<file path="src/tsws_pkg.sv">
`default_nettype none

package tsws_pkg;

  localparam int SECTOR_SHIFT     = 9;
  localparam int MAX_SEGMENTS_DEF = 16;

  localparam int SEG_IDX_W = 4;
  localparam int SEC_W     = 36;
  localparam int SLEN_W    = 16;
  localparam int OFF_W     = 40;
  localparam int LEN_W     = 24;
  localparam int ADDR_W    = 45;
  localparam int XFER_W    = SLEN_W + SECTOR_SHIFT;
  localparam int CNT_W     = 5;
  localparam int SUM_W     = SLEN_W + CNT_W;
  localparam int SB_W      = SUM_W + SECTOR_SHIFT;
  localparam int CFG_IDX_W = 2;

  localparam logic [1:0] REQ_LOAD   = 2'd0;
  localparam logic [1:0] REQ_UPDATE = 2'd1;
  localparam logic [1:0] REQ_FLUSH  = 2'd2;

  localparam logic [CFG_IDX_W-1:0] REG_MERGE_MODE    = 2'd0;
  localparam logic [CFG_IDX_W-1:0] REG_SEGMENT_COUNT = 2'd1;
  localparam logic [CFG_IDX_W-1:0] REG_FILE_SIZE     = 2'd2;

  typedef enum logic [2:0] {
    CMD_RMW    = 3'd0,
    CMD_MLOAD  = 3'd1,
    CMD_MHIT   = 3'd2,
    CMD_DIRECT = 3'd3,
    CMD_FLUSH  = 3'd4,
    CMD_CAPERR = 3'd5,
    CMD_NONE   = 3'd6
  } cmd_kind_t;

endpackage

`default_nettype wire

</file>
<file path="src/track_segment_write_splitter_unit.sv">
`default_nettype none

// channel  dir  handshake             word
// in_      in   in_valid / in_ready   one request (load, update or flush)
// out_     out  out_valid / out_ready one command, out_last on the final one
// cfg_     in   cfg_valid / cfg_ready register index and write data, always ready
//
// Load: the table entry is written when accepted. Update: sum the capacity of the used
// segments, check the file size against it, then walk them, one command per top- or
// bottom-track piece. Flush: one write per dirty buffer. Both end with a final word.
// The segment table is one memory read once per cycle by the sequencer.
// rst_n is synchronous; it clears the sequencer, buffer marks and config registers.
// A stalled output word holds the sequencer at its next command.

module track_segment_write_splitter_unit #(
  parameter int MAX_SEGMENTS = tsws_pkg::MAX_SEGMENTS_DEF
) (
  input  wire                               clk,
  input  wire                               rst_n,
  input  wire                               in_valid,
  output logic                              in_ready,
  input  wire  [1:0]                        in_req_type,
  input  wire  [tsws_pkg::SEG_IDX_W-1:0]    in_segment_index,
  input  wire                               in_is_bottom,
  input  wire  [tsws_pkg::SEC_W-1:0]        in_sector_start,
  input  wire  [tsws_pkg::SLEN_W-1:0]       in_sector_length,
  input  wire  [tsws_pkg::OFF_W-1:0]        in_update_offset,
  input  wire  [tsws_pkg::LEN_W-1:0]        in_update_length,
  output logic                              out_valid,
  input  wire                               out_ready,
  output logic [2:0]                        out_command_kind,
  output logic [tsws_pkg::SEG_IDX_W-1:0]    out_piece_segment,
  output logic [tsws_pkg::ADDR_W-1:0]       out_device_address,
  output logic [tsws_pkg::XFER_W-1:0]       out_transfer_bytes,
  output logic [tsws_pkg::XFER_W-1:0]       out_track_offset,
  output logic [tsws_pkg::LEN_W-1:0]        out_source_offset,
  output logic [tsws_pkg::LEN_W-1:0]        out_piece_length,
  output logic [tsws_pkg::XFER_W-1:0]       out_valid_bytes,
  output logic                              out_last,
  input  wire                               cfg_valid,
  output logic                              cfg_ready,
  input  wire  [tsws_pkg::CFG_IDX_W-1:0]    cfg_index,
  input  wire  [tsws_pkg::OFF_W-1:0]        cfg_data
);
  import tsws_pkg::*;

  localparam int IW = (MAX_SEGMENTS > 1) ? $clog2(MAX_SEGMENTS) : 1;
  localparam int CW = $clog2(MAX_SEGMENTS + 1);
  localparam int UW = (CW > CNT_W) ? CW : CNT_W;

  typedef struct packed {
    logic              bottom;
    logic [SEC_W-1:0]  first_sector;
    logic [SLEN_W-1:0] sectors;
  } seg_entry_t;

  typedef struct packed {
    cmd_kind_t          kind;
    logic [SEG_IDX_W-1:0] seg;
    logic [ADDR_W-1:0]  addr;
    logic [XFER_W-1:0]  xfer;
    logic [XFER_W-1:0]  toff;
    logic [LEN_W-1:0]   soff;
    logic [LEN_W-1:0]   plen;
    logic [XFER_W-1:0]  vbytes;
  } result_t;

  typedef enum logic [3:0] {
    S_IDLE,
    S_SUM,
    S_CHECK,
    S_WALK,
    S_RANGE,
    S_PIECE,
    S_BOT_SIZE,
    S_BOT_VALID,
    S_COMMIT,
    S_FLUSH,
    S_FIN
  } state_t;

  seg_entry_t seg_mem [MAX_SEGMENTS];
  seg_entry_t rd_r;

  state_t             state_r, state_nxt;
  logic [CW-1:0]      idx_r, idx_nxt;
  logic [CW-1:0]      used_r, used_nxt;
  logic [SUM_W-1:0]   acc_r, acc_nxt;
  logic [SB_W-1:0]    seg_start_r, seg_start_nxt;
  logic [SB_W-1:0]    seg_end_r, seg_end_nxt;
  logic [OFF_W-1:0]   off_r, off_nxt;
  logic [OFF_W:0]     end_r, end_nxt;
  logic [OFF_W-1:0]   os_r, os_nxt;
  logic [SB_W-1:0]    oe_r, oe_nxt;
  logic [SB_W-1:0]    as_r, as_nxt;
  logic [SB_W-1:0]    ae_r, ae_nxt;
  logic               fs_gt_r, fs_gt_nxt;
  logic [OFF_W-1:0]   rest_r, rest_nxt;
  logic               flush_r, flush_nxt;
  result_t            piece_r, piece_nxt;
  result_t            pend_r, pend_nxt;
  logic               pend_v_r, pend_v_nxt;
  result_t            out_r, out_nxt;
  logic               out_last_r, out_last_nxt;
  logic               out_valid_r, out_valid_nxt;
  logic [MAX_SEGMENTS-1:0] loaded_r, loaded_nxt;
  logic [MAX_SEGMENTS-1:0] dirty_r, dirty_nxt;

  logic               merge_r;
  logic [CNT_W-1:0]   segcnt_r;
  logic [OFF_W-1:0]   fsize_r;

  logic               in_acc;
  logic               load_we;
  logic               slot_free;
  logic [CW-1:0]      used_now;
  logic [ADDR_W-1:0]  rd_base;
  logic [XFER_W-1:0]  rd_cap;
  logic [SB_W-1:0]    os_low;

  assign in_ready  = (state_r == S_IDLE);
  assign cfg_ready = 1'b1;
  assign in_acc    = in_valid && in_ready;
  assign load_we   = in_acc && (in_req_type == REQ_LOAD) &&
                     (int'(in_segment_index) < MAX_SEGMENTS);
  assign slot_free = !out_valid_r || out_ready;
  assign used_now  = (UW'(segcnt_r) > UW'(MAX_SEGMENTS)) ? CW'(MAX_SEGMENTS)
                                                          : CW'(segcnt_r);
  assign rd_base   = {rd_r.first_sector, {SECTOR_SHIFT{1'b0}}};
  assign rd_cap    = {rd_r.sectors, {SECTOR_SHIFT{1'b0}}};
  assign os_low    = os_r[SB_W-1:0];

  // segment table
  always_ff @(posedge clk) begin
    if (load_we) begin
      seg_mem[IW'(in_segment_index)] <= '{bottom: in_is_bottom,
                                           first_sector: in_sector_start,
                                           sectors: in_sector_length};
    end
    rd_r <= seg_mem[idx_nxt[IW-1:0]];
  end

  always_ff @(posedge clk) begin
    if (!rst_n) begin
      merge_r  <= 1'b0;
      segcnt_r <= '0;
      fsize_r  <= '0;
    end else if (cfg_valid && cfg_ready) begin
      case (cfg_index)
        REG_MERGE_MODE:    merge_r  <= cfg_data[0];
        REG_SEGMENT_COUNT: segcnt_r <= cfg_data[CNT_W-1:0];
        REG_FILE_SIZE:     fsize_r  <= cfg_data;
        default: ;
      endcase
    end
  end

  always_comb begin
    state_nxt     = state_r;
    idx_nxt       = idx_r;
    used_nxt      = used_r;
    acc_nxt       = acc_r;
    seg_start_nxt = seg_start_r;
    seg_end_nxt   = seg_end_r;
    off_nxt       = off_r;
    end_nxt       = end_r;
    os_nxt        = os_r;
    oe_nxt        = oe_r;
    as_nxt        = as_r;
    ae_nxt        = ae_r;
    fs_gt_nxt     = fs_gt_r;
    rest_nxt      = rest_r;
    flush_nxt     = flush_r;
    piece_nxt     = piece_r;
    pend_nxt      = pend_r;
    pend_v_nxt    = pend_v_r;
    out_nxt       = out_r;
    out_last_nxt  = out_last_r;
    out_valid_nxt = out_valid_r && !out_ready;
    loaded_nxt    = loaded_r;
    dirty_nxt     = dirty_r;

    case (state_r)
      S_IDLE: begin
        idx_nxt = '0;
        if (in_acc) begin
          case (in_req_type)
            REQ_UPDATE: begin
              off_nxt   = in_update_offset;
              end_nxt   = (OFF_W+1)'(in_update_offset) + (OFF_W+1)'(in_update_length);
              used_nxt  = used_now;
              acc_nxt   = '0;
              flush_nxt = 1'b0;
              state_nxt = S_SUM;
            end
            REQ_FLUSH: begin
              flush_nxt = 1'b1;
              state_nxt = S_FLUSH;
            end
            default: ;
          endcase
        end
      end

      S_SUM: begin
        if (idx_r < used_r) begin
          acc_nxt = acc_r + SUM_W'(rd_r.sectors);
          idx_nxt = idx_r + 1'b1;
        end else begin
          state_nxt = S_CHECK;
        end
      end

      S_CHECK: begin
        idx_nxt       = '0;
        seg_start_nxt = '0;
        if (fsize_r > OFF_W'({acc_r, {SECTOR_SHIFT{1'b0}}})) begin
          pend_nxt      = '0;
          pend_nxt.kind = CMD_CAPERR;
          pend_v_nxt    = 1'b1;
          state_nxt     = S_FIN;
        end else begin
          state_nxt = S_WALK;
        end
      end

      S_WALK: begin
        if ((idx_r < used_r) && ((OFF_W+1)'(seg_start_r) < end_r)) begin
          seg_end_nxt = seg_start_r + SB_W'(rd_cap);
          os_nxt      = (off_r > OFF_W'(seg_start_r)) ? off_r : OFF_W'(seg_start_r);
          state_nxt   = S_RANGE;
        end else begin
          state_nxt = S_FIN;
        end
      end

      S_RANGE: begin
        oe_nxt    = (end_r < (OFF_W+1)'(seg_end_r)) ? SB_W'(end_r) : seg_end_r;
        state_nxt = S_PIECE;
      end

      S_PIECE: begin
        if (OFF_W'(oe_r) > os_r) begin
          piece_nxt.seg    = SEG_IDX_W'(idx_r);
          piece_nxt.soff   = LEN_W'(os_r - off_r);
          piece_nxt.plen   = LEN_W'(OFF_W'(oe_r) - os_r);
          piece_nxt.addr   = rd_base;
          piece_nxt.vbytes = '0;
          as_nxt = {os_low[SB_W-1:SECTOR_SHIFT], {SECTOR_SHIFT{1'b0}}};
          ae_nxt = {oe_r[SB_W-1:SECTOR_SHIFT] +
                    (SB_W-SECTOR_SHIFT)'(|oe_r[SECTOR_SHIFT-1:0]),
                    {SECTOR_SHIFT{1'b0}}};
          if (!rd_r.bottom) begin
            piece_nxt.toff = XFER_W'(os_low - seg_start_r);
            piece_nxt.xfer = rd_cap;
            if (!merge_r) begin
              piece_nxt.kind = CMD_RMW;
            end else if (!loaded_r[idx_r[IW-1:0]]) begin
              piece_nxt.kind = CMD_MLOAD;
            end else begin
              piece_nxt.kind = CMD_MHIT;
              piece_nxt.xfer = '0;
            end
            state_nxt = S_COMMIT;
          end else begin
            piece_nxt.kind = CMD_DIRECT;
            state_nxt      = S_BOT_SIZE;
          end
        end else begin
          seg_start_nxt = seg_end_r;
          idx_nxt       = idx_r + 1'b1;
          state_nxt     = S_WALK;
        end
      end

      S_BOT_SIZE: begin
        piece_nxt.xfer = XFER_W'(ae_r - as_r);
        piece_nxt.toff = XFER_W'(as_r - seg_start_r);
        fs_gt_nxt      = fsize_r > OFF_W'(as_r);
        rest_nxt       = fsize_r - OFF_W'(as_r);
        state_nxt      = S_BOT_VALID;
      end

      S_BOT_VALID: begin
        piece_nxt.addr = rd_base + ADDR_W'(piece_r.toff);
        if (!fs_gt_r) begin
          piece_nxt.vbytes = '0;
        end else if (rest_r < OFF_W'(piece_r.xfer)) begin
          piece_nxt.vbytes = XFER_W'(rest_r);
        end else begin
          piece_nxt.vbytes = piece_r.xfer;
        end
        state_nxt = S_COMMIT;
      end

      S_COMMIT: begin
        if (!pend_v_r || slot_free) begin
          if (pend_v_r) begin
            out_nxt       = pend_r;
            out_last_nxt  = 1'b0;
            out_valid_nxt = 1'b1;
          end
          pend_nxt   = piece_r;
          pend_v_nxt = 1'b1;
          if (piece_r.kind == CMD_MLOAD) begin
            loaded_nxt[idx_r[IW-1:0]] = 1'b1;
            dirty_nxt[idx_r[IW-1:0]]  = 1'b1;
          end else if (piece_r.kind == CMD_MHIT) begin
            dirty_nxt[idx_r[IW-1:0]] = 1'b1;
          end
          idx_nxt = idx_r + 1'b1;
          if (flush_r) begin
            state_nxt = S_FLUSH;
          end else begin
            seg_start_nxt = seg_end_r;
            state_nxt     = S_WALK;
          end
        end
      end

      S_FLUSH: begin
        if (idx_r == CW'(MAX_SEGMENTS)) begin
          state_nxt = S_FIN;
        end else if (dirty_r[idx_r[IW-1:0]]) begin
          piece_nxt      = '0;
          piece_nxt.kind = CMD_FLUSH;
          piece_nxt.seg  = SEG_IDX_W'(idx_r);
          piece_nxt.addr = rd_base;
          piece_nxt.xfer = rd_cap;
          state_nxt      = S_COMMIT;
        end else begin
          idx_nxt = idx_r + 1'b1;
        end
      end

      S_FIN: begin
        if (slot_free) begin
          if (pend_v_r) begin
            out_nxt = pend_r;
          end else begin
            out_nxt      = '0;
            out_nxt.kind = CMD_NONE;
          end
          out_last_nxt  = 1'b1;
          out_valid_nxt = 1'b1;
          pend_v_nxt    = 1'b0;
          if (flush_r) begin
            loaded_nxt = '0;
            dirty_nxt  = '0;
          end
          idx_nxt   = '0;
          state_nxt = S_IDLE;
        end
      end

      default: state_nxt = S_IDLE;
    endcase
  end

  always_ff @(posedge clk) begin
    if (!rst_n) begin
      state_r     <= S_IDLE;
      idx_r       <= '0;
      pend_v_r    <= 1'b0;
      out_valid_r <= 1'b0;
      loaded_r    <= '0;
      dirty_r     <= '0;
      flush_r     <= 1'b0;
    end else begin
      state_r     <= state_nxt;
      idx_r       <= idx_nxt;
      pend_v_r    <= pend_v_nxt;
      out_valid_r <= out_valid_nxt;
      loaded_r    <= loaded_nxt;
      dirty_r     <= dirty_nxt;
      flush_r     <= flush_nxt;
    end
    used_r      <= used_nxt;
    acc_r       <= acc_nxt;
    seg_start_r <= seg_start_nxt;
    seg_end_r   <= seg_end_nxt;
    off_r       <= off_nxt;
    end_r       <= end_nxt;
    os_r        <= os_nxt;
    oe_r        <= oe_nxt;
    as_r        <= as_nxt;
    ae_r        <= ae_nxt;
    fs_gt_r     <= fs_gt_nxt;
    rest_r      <= rest_nxt;
    piece_r     <= piece_nxt;
    pend_r      <= pend_nxt;
    out_r       <= out_nxt;
    out_last_r  <= out_last_nxt;
  end

  assign out_valid          = out_valid_r;
  assign out_command_kind   = out_r.kind;
  assign out_piece_segment  = out_r.seg;
  assign out_device_address = out_r.addr;
  assign out_transfer_bytes = out_r.xfer;
  assign out_track_offset   = out_r.toff;
  assign out_source_offset  = out_r.soff;
  assign out_piece_length   = out_r.plen;
  assign out_valid_bytes    = out_r.vbytes;
  assign out_last           = out_last_r;

endmodule

`default_nettype wire

</file>
<file path="config.mk">
export PLATFORM = sky130hd
export DESIGN_NAME = track_segment_write_splitter_unit
export DESIGN_NICKNAME = d
export VERILOG_FILES = /design/src/tsws_pkg.sv /design/src/track_segment_write_splitter_unit.sv
export SDC_FILE = /design/constraint.sdc
export NUM_CORES = 2
export LEC_CHECK = 0
export BUFFER_PORTS_ARGS = -buffer_cell sky130_fd_sc_hd__clkbuf_2
export CAP_MARGIN = 10
export CORE_AREA = 2 2 520 522
export CTS_BUF_LIST = sky130_fd_sc_hd__clkbuf_8
export DETAILED_ROUTE_END_ITERATION = 7
export DIE_AREA = 0 0 522 524
export PLACE_DENSITY = 0.5
export SYNTH_ARGS = -nofsm -noshare
export SYNTH_HDL_FRONTEND = slang
export SYNTH_SLANG_ARGS = --single-unit
</file>
<file path="constraint.sdc">
create_clock -name clk -period 23.7 [get_ports clk]
set_clock_uncertainty 0.05 [all_clocks]
set_input_delay 1.185 -clock clk [delete_from_list [all_inputs] [get_ports clk]]
set_output_delay 1.185 -clock clk [all_outputs]
set_load 0.01 [all_outputs]
</file>
## Word level (Yosys, flattened, before mapping)

Memories as Yosys holds them, arrays and structs flattened. A register that Yosys moved wholly into a read port is not among the register bits.
Cells that the tools add are included.

- Add/sub/neg operators: 12
- $mul: 0
- Divide/modulo/power cells: 0
- $lt $le $gt $ge: 11
- Equality and inequality tests: 37
- Shifts and indexed selects: 0
- Mux-type cells: 84
- Bitwise gates (word level): 2
- Reduce and logical (&&, ||, !) cells: 44

Operators by type and width:

| kind | number |
|---|---|
| $mux 175 | 9 |
| $pmux 175 s2 | 2 |
| $mux 30 | 5 |
| $pmux 50 s3 | 1 |
| $pmux 45 s3 | 1 |
| $gt 40x30->1 | 3 |
| $mux 16 | 7 |
| $mux 25 | 4 |
| $pmux 48 s2 | 1 |
| $pmux 30 s3 | 1 |
| $pmux 25 s3 | 1 |
| $sub 25x25->25 | 3 |
| $pmux 16 s2 | 2 |
| $mux 21 | 3 |
| $mux 50 | 1 |
| $sub 24x24->24 | 2 |
| $add 45x25->45 | 1 |
| $mux 4 | 11 |
| $pmux 4 s11 | 1 |
| $pmux 21 s2 | 1 |
| $add 40x24->41 | 1 |
| $lt 30x41->1 | 1 |
| $lt 41x30->1 | 1 |
| $gt 30x40->1 | 1 |
| other kinds (51) | 126 |

- Flip-flop bits (word level): 931
- Bits in latches: 0
- Memory bits (writable): 848
- ROM bits: 0
- Logic and storage cells: 240
- Memories: 1

Memory list:

| name | words | width | read ports | clocked after memory_dff | write ports | line | text |
|---|---|---|---|---|---|---|---|
| seg_mem | 16 | 53 | 1 | 1 | 1 | track_segment_write_splitter_unit.sv:82 | `seg_entry_t seg_mem [MAX_SEGMENTS];` |

## Depth between registers and ports, before layout

- Depth in word-level cells: 9
- Depth in mapped cells: 19
- Depth with buffers taken out: 17

## Worst setup path after synthesis

Ideal clock, no wire load.

- Path kind: input-to-reg
- From: input out_ready
- To: register out_r, in the netlist out_command_kind[0], enable pin
- Library setup time: 0.898 ns
- Data arrival time: 12.678 ns
- Data required time: 22.752 ns
- Slack: 10.073 ns
- Stages: 3
- Path through: nor2b_1 clkbuf_1 nor3_1

- Longest elaborated chain between the ends: 4
- Elaborated cells on any way between the ends: 5
- Classes of those cells: eq/ne (2); reduce/logical (3)

Ends and longest elaborated chain:

| item | line | text |
|---|---|---|
| from (decl) | track_segment_write_splitter_unit.sv:30 | `input wire out_ready,` |
| $logic_or 1x1->1 (*) | track_segment_write_splitter_unit.sv:126 | `assign slot_free = !out_valid_r \|\| out_ready;` |
| $logic_or 1x1->1 | track_segment_write_splitter_unit.sv:297 | `if (!pend_v_r \|\| slot_free) begin` |
| $ne 2x2->1 (no source line) | n/a |  |
| $reduce_and 4->1 (no source line) (*) | n/a |  |
| to (signal assigned) | track_segment_write_splitter_unit.sv:392 | `out_r <= out_nxt;` |
| to (decl) | track_segment_write_splitter_unit.sv:103 | `result_t out_r, out_nxt;` |

Every way passes the cells marked *; elsewhere a longest branch is shown, timed or not.
A chain may end at the register's enable or synchronous reset.

## Worst setup path in the final report

- From: register oe_r[0]
- To: register rd_base[31] (netlist name)

- Longest elaborated chain between the ends: 3

Ends and longest elaborated chain:

| item | line | text |
|---|---|---|
| from (decl) | track_segment_write_splitter_unit.sv:94 | `logic [SB_W-1:0] oe_r, oe_nxt;` |
| from (signal assigned) | track_segment_write_splitter_unit.sv:385 | `oe_r <= oe_nxt;` |
| $gt 30x40->1 | track_segment_write_splitter_unit.sv:243 | `if (OFF_W'(oe_r) > os_r) begin` |
| $mux 5 | track_segment_write_splitter_unit.sv:243 |  |
| $pmux 5 s6 | track_segment_write_splitter_unit.sv:183 | `case (state_r)` |

No other way between the ends. The select of a mux whose other input is x is not followed.

==> impl_results.md <==
* Worst-margin pin slew at 1200 ps
* Total CTS buffers at 320
* Hpwl dp at 153 mm
* Most frequent cells in the layout: edfxtp_1, nand2_1, inv_1
* RSZ-0062 raised after global routing: no
* Wire length of the first global-routing pass at 335 mm
* Pins over their slew limit at 0
* Total congestion overflow at 0
* Status: finished clean
* Post-synth top flop: edfxtp_1
* DR vias/cell at 4.79
* Minimum clock period at 6550 ps
* Clk sinks at 1805
* Global-route usage over all layers at 16.5%
* CP Launch Type: flop
* DRT Wirelength at 232 mm
* Largest net degree at the start of global routing at 178
* Post-synth EDFFs at 1662
* Die Width at 522 µm
* IO Pins at 349
* Clk Latency, worst-skew pair at 990 ps
* DRC viols at 0
* # port buffers at 338
* Yosys Warn Count at 0
* Sequential share of the synthesized area at 65.8%
* # H-tree levels at 5
* Ys async rst share at 0%
* Endpoints failing setup at 0
* Initial antenna violation count at 41
* Hold WC Path Type: reg2reg
* Die Y at 524 µm
* Vias at 49600
* Multi-input combinational cell area at 25500 µm²
* Avg Cell Area, Syn at 13.2 µm²
* Initial Utilization at 30.0%
* Slew Limit Headroom at 19.9%
* Post-route ant nets at 0
* Core area at 267000 µm²
* Netlist cell types at 85
* Die area at 274000 µm²
* Worst-path clk slew at 60 ps
* Post-route cell area at 91900 µm²
* Crit path max fanout at 63
* Most common cell after layout, fill and taps aside: edfxtp_1
* GR Layer Usage met3 at 3.03%
* Crit end category: flop
* FP Rows at 190
* Worst-case clock buffer depth at 4
* Root buf cell: clkbuf_8
* Cells after Synth at 6081
* Fillers at 26300
* GR Util met1 at 22.0%
* DRT iter0 DRCs at 3835
* Final Hold Fails at 0
* P per Cell Area at 87.1 nW/µm²
* Fin Setup TNS at 0 ps
* Setup Fix Bufs, Post-CTS at 0
* Yosys reg bits at 1805
* DRT Pass-1 Iters at 5
* Max-cap violations at 0
* Cells on worst reg2reg path at 17
* Crit share post-route at 27.6%
* LEAKAGE at 0.0333 µW
* Vias in the first global route at 48800
* Hold Crit Depth at 0
* Peak supply drop at 0.0655 mV
* Gp weighted congestion at 0.896
* Drt wl/cell at 22.4 µm
* Critical Path RT at 24440 ps
* Synth Cell Area at 80200 µm²
* Post-CTS Resized at 0
* Final nets at 7050
* Arrival time at the worst endpoint at 7290 ps
* CP Class: reg2reg
* CTS Hold Buffers Added at 0
* Met2 usage at 26.7%
* DP Area at 86000 µm²
* Register area at 52800 µm²
* Fmax at 153 MHz
* Area Overhead vs Synth at 14.6%
* TritonCTS clock tree: done
* Most crowded layer after global routing: met2
* Share of cells above drive strength 1 at 13.2%
## layer usage
layer	vias up	routed length [µm]	part of all wire, %
met3	426	11800	5.1
met4	28	8290	3.6
li1	23300	-	-
met5	-	184	0.079
met2	1378	108000	47
met1	24400	104000	45
## synth_stat cells, drive strengths merged, types with 13 or more instances
master / n / share of area (%)
clkbuf: 173 / 0.81
a32o: 54 / 0.67
nor2b: 221 / 1.7
o21a: 31 / 0.29
a221o: 57 / 0.71
buf: 102 / 0.68
nand3: 112 / 0.70
nand3b: 59 / 0.55
a21oi: 180 / 1.1
a21o: 77 / 0.72
dfxtp: 143 / 3.6
nand2b: 42 / 0.33
nor4: 23 / 0.18
nor2: 306 / 1.4
a31oi: 131 / 1.0
xnor2: 120 / 1.3
o21bai: 13 / 0.12
nand4: 42 / 0.33
ha: 322 / 5.0
mux2i: 237 / 3.0
inv: 268 / 1.3
and3: 32 / 0.25
o21ai: 134 / 0.84
nand2: 685 / 3.2
or3: 24 / 0.19
a21boi: 52 / 0.49
edfxtp: 1662 / 62
xor2: 84 / 0.92
nor3: 98 / 0.61
and2: 296 / 2.3
a211oi: 136 / 1.3
## report_power, final
| group | internal, µW | switching [µW] | leakage (µW) |
|---|---|---|---|
| sequential | 3720 | 210 | 0.0161 |
| combinational | 514 | 874 | 0.0137 |
| clock | 1390 | 1300 | 0.00343 |
| total | 5620 | 2390 | 0.0333 |
## critical path, cell delays in order, from the launching register on
cell and delay [ps]:
edfxtp_1 380, inv_1 80, ha_1 180, fa_1 250, nor2b_4 70, o31ai_4 250
a31oi_4 180, a2111o_1 480, o211ai_2 470, a221oi_4 220, o22ai_4 670, buf_4 770
buf_4 670, buf_4 650, mux2i_1 270, mux2i_1 100, a32o_1 250, a221o_1 260
## kinds of logic (layout without fill, tap and decap cells)
family | count (synthesis) | in the layout | synth area share (%)
simple gates | 1978 | 1978 | 12.2
flops | 1805 | 1805 | 65.8
compound gates | 959 | 959 | 8.37
buf+inv | 544 | 1250 | 2.75
fa+ha+maj | 331 | 331 | 5.25
mux | 258 | 258 | 3.38
xor+xnor | 204 | 204 | 2.23
other cells | 2 | 17 | 0.00937
## path summary, 6_finish.rpt
| path | startpoint | end | slack (ps) |
|---|---|---|---|
| worst min-delay path | os_r[27] | as_r[27] | 400 |
| worst max-delay path | oe_r[0] | rd_base[31] | 17150 |
| worst min register to register | os_r[27] | as_r[27] | 400 |
| worst max register to register | oe_r[0] | rd_base[31] | 17150 |
## flip-flops by register name, summed over array words and instances (netlist names), 24 cells and up
register and cells:
pend_r 166, oe_r 30, out_piece_length 24, seg_end_r 30, off_r 40, out_device_address 45, os_r 40, rd_base 36
piece_r 166, end_r 41, out_valid_bytes 25, out_track_offset 25, out_source_offset 24, seg_start_r 30, seg_mem 848, rest_r 40
fsize_r 40
## cell type report
cell class | count | share of cell area [%]
diodes | 7 | 0.0191
clock buffers | 337 | 5.05
clock inverters | 231 | 1.31
inverters | 269 | 1.10
multi-input cells | 3740 | 27.8
flip-flops and latches | 1805 | 57.4
well taps | 3552 | 4.84
repair buffers | 413 | 2.50
## stage by stage
stage / instances / util [%] / hold slack [ps] / total power (µW) / setup slack (ps)
6_report: 10400 / 34.4 / 398 / 8010 / 17150
5_1_grt: 10400 / 34.4 / 372 / 8400 / 16740
4_1_cts: 10300 / 34.4 / 329 / 8110 / 17120
3_5_place_dp: 9779 / 32.2 / 386 / 5390 / 17150
3_3_place_gp: 9778 / 32.2 / 388 / 5370 / 17220
2_1_floorplan: 6089 / - / 376 / 4820 / 10070
No activity file was read; power rests on OpenSTA's default activity.
